===== src/design/pvt_pkg.sv =====
`timescale 1ns / 1ps
// ----------------------------------------------------------------------------
// pvt_pkg
// Shared constants and types of the pinned version table.
// ----------------------------------------------------------------------------
package pvt_pkg;

	localparam int TABLE_DEPTH = 16;
	localparam int IDX_W       = $clog2(TABLE_DEPTH);
	localparam int CNT_W       = IDX_W + 1;

	localparam logic [2:0] KIND_INIT   = 3'd0;
	localparam logic [2:0] KIND_SNAP   = 3'd1;
	localparam logic [2:0] KIND_TOGGLE = 3'd2;
	localparam logic [2:0] KIND_LOOKUP = 3'd3;
	localparam logic [2:0] KIND_FIND   = 3'd4;
	localparam logic [2:0] KIND_SHOULD = 3'd5;

	localparam logic [1:0] ST_OK   = 2'd0;
	localparam logic [1:0] ST_MISS = 2'd1;
	localparam logic [1:0] ST_FULL = 2'd2;

	localparam logic [30:0] MIN_INTERVAL_RST = 31'd60;

	typedef struct packed {
		logic             we;
		logic [IDX_W-1:0] wa;
		logic [31:0]      wd_id;
		logic [31:0]      wd_time;
		logic [IDX_W-1:0] ra;
	} mem_req_t;

endpackage


===== src/design/pinned_version_table.sv =====
`timescale 1ns / 1ps
// ----------------------------------------------------------------------------
// pinned_version_table
// Ordered table of version entries with pin marks, oldest first.
// ----------------------------------------------------------------------------
// One word at a time. Init, snapshot into a table with room, lookup or toggle
// of the newest entry (id 0), should-snapshot and reserved kinds put their
// result straight into the output register on acceptance. Lookup and toggle
// by id, and find by time, walk the table one entry a cycle through the
// single read port of the store. A snapshot into a full table first walks
// the pin marks for the oldest unpinned entry, then moves each later entry
// down one slot a cycle through the same port; it reports a full status
// when every entry but the newest is pinned. A new word is taken only once
// the previous result has been taken.
module pinned_version_table (
	input  logic        clk,
	input  logic        arst_n,
	input  logic        in_valid,
	output logic        in_ready,
	input  logic [2:0]  kind,
	input  logic [31:0] ver_id,
	input  logic [31:0] time_value,
	output logic        out_valid,
	input  logic        out_ready,
	output logic [1:0]  status,
	output logic [31:0] found_id,
	output logic [31:0] found_time,
	output logic        pin_state,
	output logic [7:0]  slot_index,
	output logic        snapshot_due,
	input  logic        cfg_valid,
	output logic        cfg_ready,
	input  logic [30:0] cfg_data
);

	localparam int IW = pvt_pkg::IDX_W;
	localparam int CW = pvt_pkg::CNT_W;
	localparam int DEPTH = pvt_pkg::TABLE_DEPTH;

	typedef enum logic [2:0] {
		S_IDLE  = 3'b001,
		S_SCAN  = 3'b010,
		S_SHIFT = 3'b100
	} state_t;

	typedef enum logic [1:0] {
		M_LOOKUP,
		M_FIND,
		M_VICTIM
	} mode_t;

	typedef struct packed {
		logic [1:0]  status;
		logic [31:0] id;
		logic [31:0] tm;
		logic        pin;
		logic [7:0]  slot;
		logic        due;
	} res_t;

	function automatic res_t mk_res(logic [1:0] st, logic [31:0] id, logic [31:0] tm,
		logic pin, logic [IW-1:0] slot, logic due);
		res_t r;
		r.status = st;
		r.id     = id;
		r.tm     = tm;
		r.pin    = pin;
		r.slot   = 8'(slot);
		r.due    = due;
		return r;
	endfunction

	state_t            state_q;
	mode_t             mode_q;
	logic              toggle_q;
	logic [31:0]       vid_q;
	logic [31:0]       tv_q;
	logic [IW-1:0]     idx_q;
	logic [CW-1:0]     left_q;
	logic              chk_vld_s1;
	logic [IW-1:0]     chk_idx_s1;
	logic [DEPTH-1:0]  pin_q;
	logic [CW-1:0]     count_q;
	logic [31:0]       newest_id_q;
	logic [31:0]       newest_time_q;
	logic [30:0]       min_q;
	logic              out_vld_q;
	res_t              res_q;

	pvt_pkg::mem_req_t req;
	logic [31:0]       rd_id;
	logic [31:0]       rd_time;

	logic              in_fire;
	logic              full;
	logic [IW-1:0]     last_idx;
	logic [31:0]       append_id;
	logic signed [33:0] diff;
	logic              due;
	logic              hit;

	pvt_store u_store (
		.clk     (clk),
		.req     (req),
		.rd_id   (rd_id),
		.rd_time (rd_time)
	);

	assign in_ready  = (state_q == S_IDLE) && !out_vld_q;
	assign in_fire   = in_valid && in_ready;
	assign cfg_ready = 1'b1;

	assign full      = (count_q == CW'(DEPTH));
	assign last_idx  = IW'(count_q - CW'(1));
	assign append_id = (count_q == '0) ? 32'd1 : newest_id_q + 32'd1;
	assign diff      = $signed({2'b00, time_value}) - $signed({2'b00, newest_time_q});
	assign due       = !(diff < $signed({3'b000, min_q}));

	always_comb begin
		case (mode_q)
			M_LOOKUP: hit = (rd_id == vid_q);
			M_FIND:   hit = (rd_time <= tv_q);
			M_VICTIM: hit = !pin_q[chk_idx_s1];
			default:  hit = 1'b0;
		endcase
	end

	always_comb begin
		req         = '0;
		req.ra      = idx_q;
		req.wd_time = time_value;
		req.wd_id   = append_id;
		req.wa      = count_q[IW-1:0];
		case (state_q)
			S_IDLE: begin
				if (in_fire && kind == pvt_pkg::KIND_INIT) begin
					req.we    = 1'b1;
					req.wa    = '0;
					req.wd_id = 32'd1;
				end else if (in_fire && kind == pvt_pkg::KIND_SNAP && !full) begin
					req.we = 1'b1;
				end
			end
			S_SHIFT: begin
				if (chk_vld_s1) begin
					req.we      = 1'b1;
					req.wa      = chk_idx_s1;
					req.wd_id   = rd_id;
					req.wd_time = rd_time;
				end else if (left_q == '0) begin
					req.we      = 1'b1;
					req.wa      = IW'(DEPTH - 1);
					req.wd_time = tv_q;
				end
			end
			default: ;
		endcase
	end

	always_ff @(posedge clk or negedge arst_n) begin
		if (!arst_n) begin
			state_q       <= S_IDLE;
			mode_q        <= M_LOOKUP;
			toggle_q      <= 1'b0;
			vid_q         <= '0;
			tv_q          <= '0;
			idx_q         <= '0;
			left_q        <= '0;
			chk_vld_s1    <= 1'b0;
			chk_idx_s1    <= '0;
			pin_q         <= '0;
			count_q       <= '0;
			newest_id_q   <= '0;
			newest_time_q <= '0;
			min_q         <= pvt_pkg::MIN_INTERVAL_RST;
			out_vld_q     <= 1'b0;
			res_q         <= '0;
		end else begin
			if (cfg_valid) begin
				min_q <= cfg_data;
			end
			if (out_vld_q && out_ready) begin
				out_vld_q <= 1'b0;
			end
			case (state_q)
				S_IDLE: begin
					chk_vld_s1 <= 1'b0;
					if (in_fire) begin
						vid_q    <= ver_id;
						tv_q     <= time_value;
						toggle_q <= (kind == pvt_pkg::KIND_TOGGLE);
						case (kind)
							pvt_pkg::KIND_INIT: begin
								pin_q         <= '0;
								count_q       <= CW'(1);
								newest_id_q   <= 32'd1;
								newest_time_q <= time_value;
								out_vld_q     <= 1'b1;
								res_q <= mk_res(pvt_pkg::ST_OK, 32'd1, time_value, 1'b0,
									'0, 1'b0);
							end
							pvt_pkg::KIND_SNAP: begin
								if (!full) begin
									pin_q[count_q[IW-1:0]] <= 1'b0;
									count_q       <= count_q + CW'(1);
									newest_id_q   <= append_id;
									newest_time_q <= time_value;
									out_vld_q     <= 1'b1;
									res_q <= mk_res(pvt_pkg::ST_OK, append_id, time_value,
										1'b0, count_q[IW-1:0], 1'b0);
								end else begin
									mode_q  <= M_VICTIM;
									idx_q   <= '0;
									left_q  <= CW'(DEPTH - 1);
									state_q <= S_SCAN;
								end
							end
							pvt_pkg::KIND_TOGGLE, pvt_pkg::KIND_LOOKUP: begin
								if (count_q == '0) begin
									out_vld_q <= 1'b1;
									res_q <= mk_res(pvt_pkg::ST_MISS, '0, '0, 1'b0, '0, 1'b0);
								end else if (ver_id == '0) begin
									if (kind == pvt_pkg::KIND_TOGGLE) begin
										pin_q[last_idx] <= !pin_q[last_idx];
									end
									out_vld_q <= 1'b1;
									res_q <= mk_res(pvt_pkg::ST_OK, newest_id_q, newest_time_q,
										pin_q[last_idx] ^ (kind == pvt_pkg::KIND_TOGGLE),
										last_idx, 1'b0);
								end else begin
									mode_q  <= M_LOOKUP;
									idx_q   <= '0;
									left_q  <= count_q;
									state_q <= S_SCAN;
								end
							end
							pvt_pkg::KIND_FIND: begin
								if (count_q == '0) begin
									out_vld_q <= 1'b1;
									res_q <= mk_res(pvt_pkg::ST_MISS, '0, '0, 1'b0, '0, 1'b0);
								end else begin
									mode_q  <= M_FIND;
									idx_q   <= last_idx;
									left_q  <= count_q;
									state_q <= S_SCAN;
								end
							end
							pvt_pkg::KIND_SHOULD: begin
								out_vld_q <= 1'b1;
								if (count_q == '0) begin
									res_q <= mk_res(pvt_pkg::ST_OK, '0, '0, 1'b0, '0, 1'b1);
								end else begin
									res_q <= mk_res(pvt_pkg::ST_OK, newest_id_q, newest_time_q,
										pin_q[last_idx], last_idx, due);
								end
							end
							default: begin
								out_vld_q <= 1'b1;
								res_q <= mk_res(pvt_pkg::ST_MISS, '0, '0, 1'b0, '0, 1'b0);
							end
						endcase
					end
				end
				S_SCAN: begin
					// read ahead one entry while the previous one is checked
					chk_vld_s1 <= (left_q != '0);
					chk_idx_s1 <= idx_q;
					if (left_q != '0) begin
						left_q <= left_q - CW'(1);
						idx_q  <= (mode_q == M_FIND) ? idx_q - IW'(1) : idx_q + IW'(1);
					end
					if (chk_vld_s1 && hit) begin
						chk_vld_s1 <= 1'b0;
						case (mode_q)
							M_VICTIM: begin
								idx_q   <= chk_idx_s1 + IW'(1);
								left_q  <= CW'(DEPTH - 1) - {1'b0, chk_idx_s1};
								state_q <= S_SHIFT;
							end
							M_LOOKUP: begin
								pin_q[chk_idx_s1] <= pin_q[chk_idx_s1] ^ toggle_q;
								out_vld_q <= 1'b1;
								res_q <= mk_res(pvt_pkg::ST_OK, rd_id, rd_time,
									pin_q[chk_idx_s1] ^ toggle_q, chk_idx_s1, 1'b0);
								state_q <= S_IDLE;
							end
							default: begin
								out_vld_q <= 1'b1;
								res_q <= mk_res(pvt_pkg::ST_OK, rd_id, rd_time,
									pin_q[chk_idx_s1], chk_idx_s1, 1'b0);
								state_q <= S_IDLE;
							end
						endcase
					end else if (chk_vld_s1 && left_q == '0) begin
						chk_vld_s1 <= 1'b0;
						out_vld_q  <= 1'b1;
						res_q <= mk_res((mode_q == M_VICTIM) ? pvt_pkg::ST_FULL :
							pvt_pkg::ST_MISS, '0, '0, 1'b0, '0, 1'b0);
						state_q <= S_IDLE;
					end
				end
				S_SHIFT: begin
					chk_vld_s1 <= (left_q != '0);
					chk_idx_s1 <= idx_q - IW'(1);
					if (left_q != '0) begin
						pin_q[idx_q - IW'(1)] <= pin_q[idx_q];
						left_q <= left_q - CW'(1);
						idx_q  <= idx_q + IW'(1);
					end else if (!chk_vld_s1) begin
						// last slot freed: append the new entry there
						pin_q[IW'(DEPTH - 1)] <= 1'b0;
						newest_id_q   <= append_id;
						newest_time_q <= tv_q;
						out_vld_q     <= 1'b1;
						res_q <= mk_res(pvt_pkg::ST_OK, append_id, tv_q, 1'b0,
							IW'(DEPTH - 1), 1'b0);
						state_q <= S_IDLE;
					end
				end
				default: begin
					state_q <= S_IDLE;
				end
			endcase
		end
	end

	assign out_valid    = out_vld_q;
	assign status       = res_q.status;
	assign found_id     = res_q.id;
	assign found_time   = res_q.tm;
	assign pin_state    = res_q.pin;
	assign slot_index   = res_q.slot;
	assign snapshot_due = res_q.due;

endmodule


===== src/design/pvt_store.sv =====
`timescale 1ns / 1ps
// ----------------------------------------------------------------------------
// pvt_store
// Id and timestamp storage: one write port, one registered read port.
// ----------------------------------------------------------------------------
module pvt_store (
	input  logic              clk,
	input  pvt_pkg::mem_req_t req,
	output logic [31:0]       rd_id,
	output logic [31:0]       rd_time
);

	logic [31:0] ids_mem   [pvt_pkg::TABLE_DEPTH];
	logic [31:0] times_mem [pvt_pkg::TABLE_DEPTH];

	always_ff @(posedge clk) begin
		if (req.we) begin
			ids_mem[req.wa]   <= req.wd_id;
			times_mem[req.wa] <= req.wd_time;
		end
		rd_id   <= ids_mem[req.ra];
		rd_time <= times_mem[req.ra];
	end

endmodule

===== config.mk =====
export PLATFORM = sky130hd
export DESIGN_NAME = pinned_version_table
export DESIGN_NICKNAME = d
export VERILOG_FILES = /design/src/design/pvt_pkg.sv /design/src/design/pinned_version_table.sv /design/src/design/pvt_store.sv
export SDC_FILE = /design/constraint.sdc
export NUM_CORES = 2
export LEC_CHECK = 0
export BUFFER_PORTS_ARGS = -buffer_cell sky130_fd_sc_hd__buf_4
export CAP_MARGIN = 15
export CORE_MARGIN = 2
export CORE_UTILIZATION = 30
export CTS_CLUSTER_DIAMETER = 80
export DETAILED_ROUTE_END_ITERATION = 10
export PLACE_DENSITY = 0.5
export SETUP_SLACK_MARGIN = 0.3
export SYNTH_ARGS = -nofsm -noshare
export SYNTH_HDL_FRONTEND = slang
export SYNTH_SLANG_ARGS = --single-unit

===== constraint.sdc =====
create_clock -name clk -period 8.5 [get_ports clk]
set_input_delay 1.7 -clock clk [delete_from_list [all_inputs] [get_ports clk]]
set_output_delay 1.7 -clock clk [all_outputs]
set_load 0.02 [all_outputs]

==> run_results.csv <==
group,metric,value,unit
status,status,"finished clean",
route,totalWireLength,172,mm
clocking,cts_tree,"done",
worst_setup_path,r2r_end,"u_store.times_mem[13][13]",
clocking,post_cts_buffers,0,
clocking,max-clock-path-buffers,3,
place,gp_congestion,0.838,
synth,syn_area,59100,sq um
clocking,htreeDepth,4,
die,die_x,448,um
synth,synth-async-reset-ratio,20.1,%
synth,synth_area_leaders,"edfxtp_1 52%, mux4_2 13%, dfrtp_1 11%, ha_1 2.4%, nand2_1 2.2%",
die,fp.dieH,448,um
power,pwr-share-comb,29.0,%
route,drt_iter0_drc,3358,
power,p_int,15000,uW
sta,setup_viol,0,
route,drc,0,
die,rows,162,
worst_setup_path,required,9.22,ns
power,peakVddDrop,0.000220,V
power,p_clk_share,30.9,%
min_path,hp-class,"reg2reg",
sta,setup_ws,2.70,ns
worst_setup_path,critPathCapture,"snapshot_due",
clocking,worstSkewPairLatency,0.82,ns
worst_setup_path,reg2reg_slack,3.01,ns
worst_setup_path,worstPathArrival,6.52,ns
synth,avgSynthCellArea,15.5,sq um
synth,ys.flop_type,"edfxtp_1",
synth,synth_area_leader_cell,"edfxtp_1",
sta,tns,0,ns
synth,synthDistinctLibCells,80,
sta,rsz0062_at_grt,"false",
synth,synth_cells,3820,
clocking,cts_resized,0,
final_layout,area_growth,17.3,%
worst_setup_path,r2r_cells,10,
place,pre_cts_slack,2.00,ns
flow_run,cap_violations,0,
die,start_util,30.3,%
sta,fin_crit,5.80,ns
worst_setup_path,reg2reg_from,"count_q[0]",
route,avgViaCountPerCell,5.17,
sta,max_slew.worst_pin.slew,1.23,ns
power,seqPwrFrac,40.1,%
sta,fmax,172,MHz
global_routing,grt-ovfl-total,0,
sta,fin_crit_sh,68.3,%
global_routing,grt_use_total,17.0,%
synth,ys_warn_count,0,
clocking,cts_buffers,154,
worst_setup_path,start_kind,"input port",
final_layout,layout-drive-gt1-share,23.5,%
sta,final-hold-violation-count,0,
synth,netlist.area_leader.share,52.1,%
sta,slew_violations,0,
power,swShare,33.1,%
worst_setup_path,critPathCaptureType,"flip-flop",
route,firstDrtPassIters,6,
global_routing,grt_pass1_vias,35500,
final_layout,n_fill_cell,18600,
route,antenna_left,0,
clocking,cts_root_buf,"clkbuf_16",
worst_setup_path,critPathKind,"in2reg",
place,portBuffers,176,
synth,synth_edf_count,1024,
global_routing,grt_pass1_wl,250,mm
die,io_pins,182,
clocking,cts_sinks,1361,
synth,synth-seq-cells,1361,
synth,ys_seq_area_share,65.8,%
clocking,clkTransAtPathRegs,0.06,ns
clocking,hold_buffers,0,
route,vias,35100,
final_layout,nNetsFinal,4259,
global_routing,antenna_found_initial,5,
power,p_sw,7410,uW
route,routedWlPerCell,25.3,um
die,core-area,195000,sq um
global_routing,grt_max_degree,132,
worst_setup_path,worstPathMaxFanout,4,
power,leakagePower,0.0240,uW
place,dp_hpwl,107,mm
power,power_density,323,nW/um^2
sta,maxSlewHeadroom,17.6,%
worst_setup_path,startpoint,"time_value[0]",
sta,skew,0.0475,ns
die,die_area,200000,sq um
[cell families (layout without fill, tap and decap cells)]
| logic type | count (synthesis) | count (layout) | synth area share, % |
|---|---|---|---|
| compound gates | 674 | 674 | 7.44 |
| xor+xnor | 111 | 111 | 1.65 |
| fa+ha+maj | 116 | 116 | 2.47 |
| buf+inv | 354 | 704 | 2.40 |
| flops | 1361 | 1361 | 65.8 |
| mux | 429 | 429 | 14.5 |
| other cells | 2 | 7 | 0.0127 |
| simple gates | 773 | 773 | 5.72 |
[metal layers]
layer	routed length [um]	GRT usage, %	vias to the layer above
met3	9840	3.25	282
met5	18	0	-
met2	82200	27.3	1035
li1	-	-	15400
met4	5160	5.80	4
met1	75000	23.0	18400
[sequential cells by signal (all words and copies together) (netlist names), 31 cells and up]
name               count
u_store.times_mem    512
vid_q                 32
u_store.ids_mem      512
tv_q                  32
found_id              32
u_store.rd_id         32
u_store.rd_time       32
found_time            32
min_q                 31
newest_id_q           32
newest_time_q         32
[cell type report]
cell class                 instances  area (sq um)  share of cell area (%)
clock inverter                    79          1120                    1.62
tap                             2624          3280                    4.74
multi-input combinational       2108         19000                    27.4
antenna                            2          5.00                 0.00723
timing repair buffer             294          2300                    3.32
sequential                      1361         38900                    56.1
inverter                         121           459                   0.663
clock buffer                     210          4240                    6.13
[cell usage after synthesis, drive strengths merged, types with 41 or more instances]
library cell and instances:
a31oi 76, xor2 59, nand3 51, o21ai 170
edfxtp 1024, dfxtp 64, mux4 333, nor2 227
inv 120, xnor2 52, nand2 344, ha 115
buf 79, dfrtp 268, a222oi 41, a21oi 139
mux2 68, clkbuf 154
[layout by cell type (no fill, tap or decap), types with 59 or more instances in the layout]
master / count
dfxtp_1: 64
clkbuf_16: 154
xor2_1: 59
edfxtp_1: 1024
mux2_2: 66
nand2_1: 340
ha_1: 115
a21oi_1: 138
mux4_2: 331
nor2_1: 206
buf_4: 286
a31oi_1: 76
inv_1: 119
o21ai_0: 164
dfrtp_1: 264
[worst min path at each step]
stage / depth (start not counted) / start / end / slack, ns
floorplan: 2 / u_store.rd_time[0] / found_time[0] / 0.44
finish: 2 / u_store.rd_time[11] / found_time[11] / 0.50
global placement: 1 / status[1] / status[1] / 0.48
detailed placement: 1 / status[0] / status[0] / 0.49
global route: 1 / status[0] / status[0] / 0.53
CTS: 2 / u_store.rd_time[11] / found_time[11] / 0.50
[worst max-delay path: stages]
cell	delay, ns
buf_4	0.12
inv_1	0.09
ha_1	0.20
fa_1	0.22
nor2b_1	0.07
o31a_1	0.29
o2111a_1	0.38
o21ai_0	0.50
a32oi_1	0.36
a211oi_1	0.47
o21bai_1	0.10
a21oi_1	0.18
xnor2_1	0.09
ha_1	0.30
and4_1	0.19
o2111ai_1	0.14
a2111oi_0	0.48
nand3_1	0.19
nand3_1	0.14
o211ai_1	0.11
o22ai_1	0.17
[stage by stage]
step | hold slack [ns] | util [%] | total power (uW) | area, sq um | std cells
2_1_floorplan | 0.444 | - | 13200 | 59100 | 3823
3_3_place_gp | 0.480 | 32.7 | 15600 | 63800 | 6493
3_5_place_dp | 0.493 | 32.7 | 15700 | 63800 | 6494
4_1_cts | 0.501 | 35.4 | 22600 | 69100 | 6783
5_1_grt | 0.528 | 35.5 | 23500 | 69200 | 6799
6_report | 0.501 | 35.5 | 22400 | 69200 | 6799
[power groups by stage]
stage	Combinational, uW	Clock (uW)	Sequential (uW)
6_report	6490	6920	8980
3_3_place_gp	6510	0	9120
4_1_cts	6560	7070	8990
5_1_grt	7090	7320	9070
2_1_floorplan	4440	0	8770
3_5_place_dp	6530	0	9120
No activity file was read; power rests on OpenSTA's default activity.
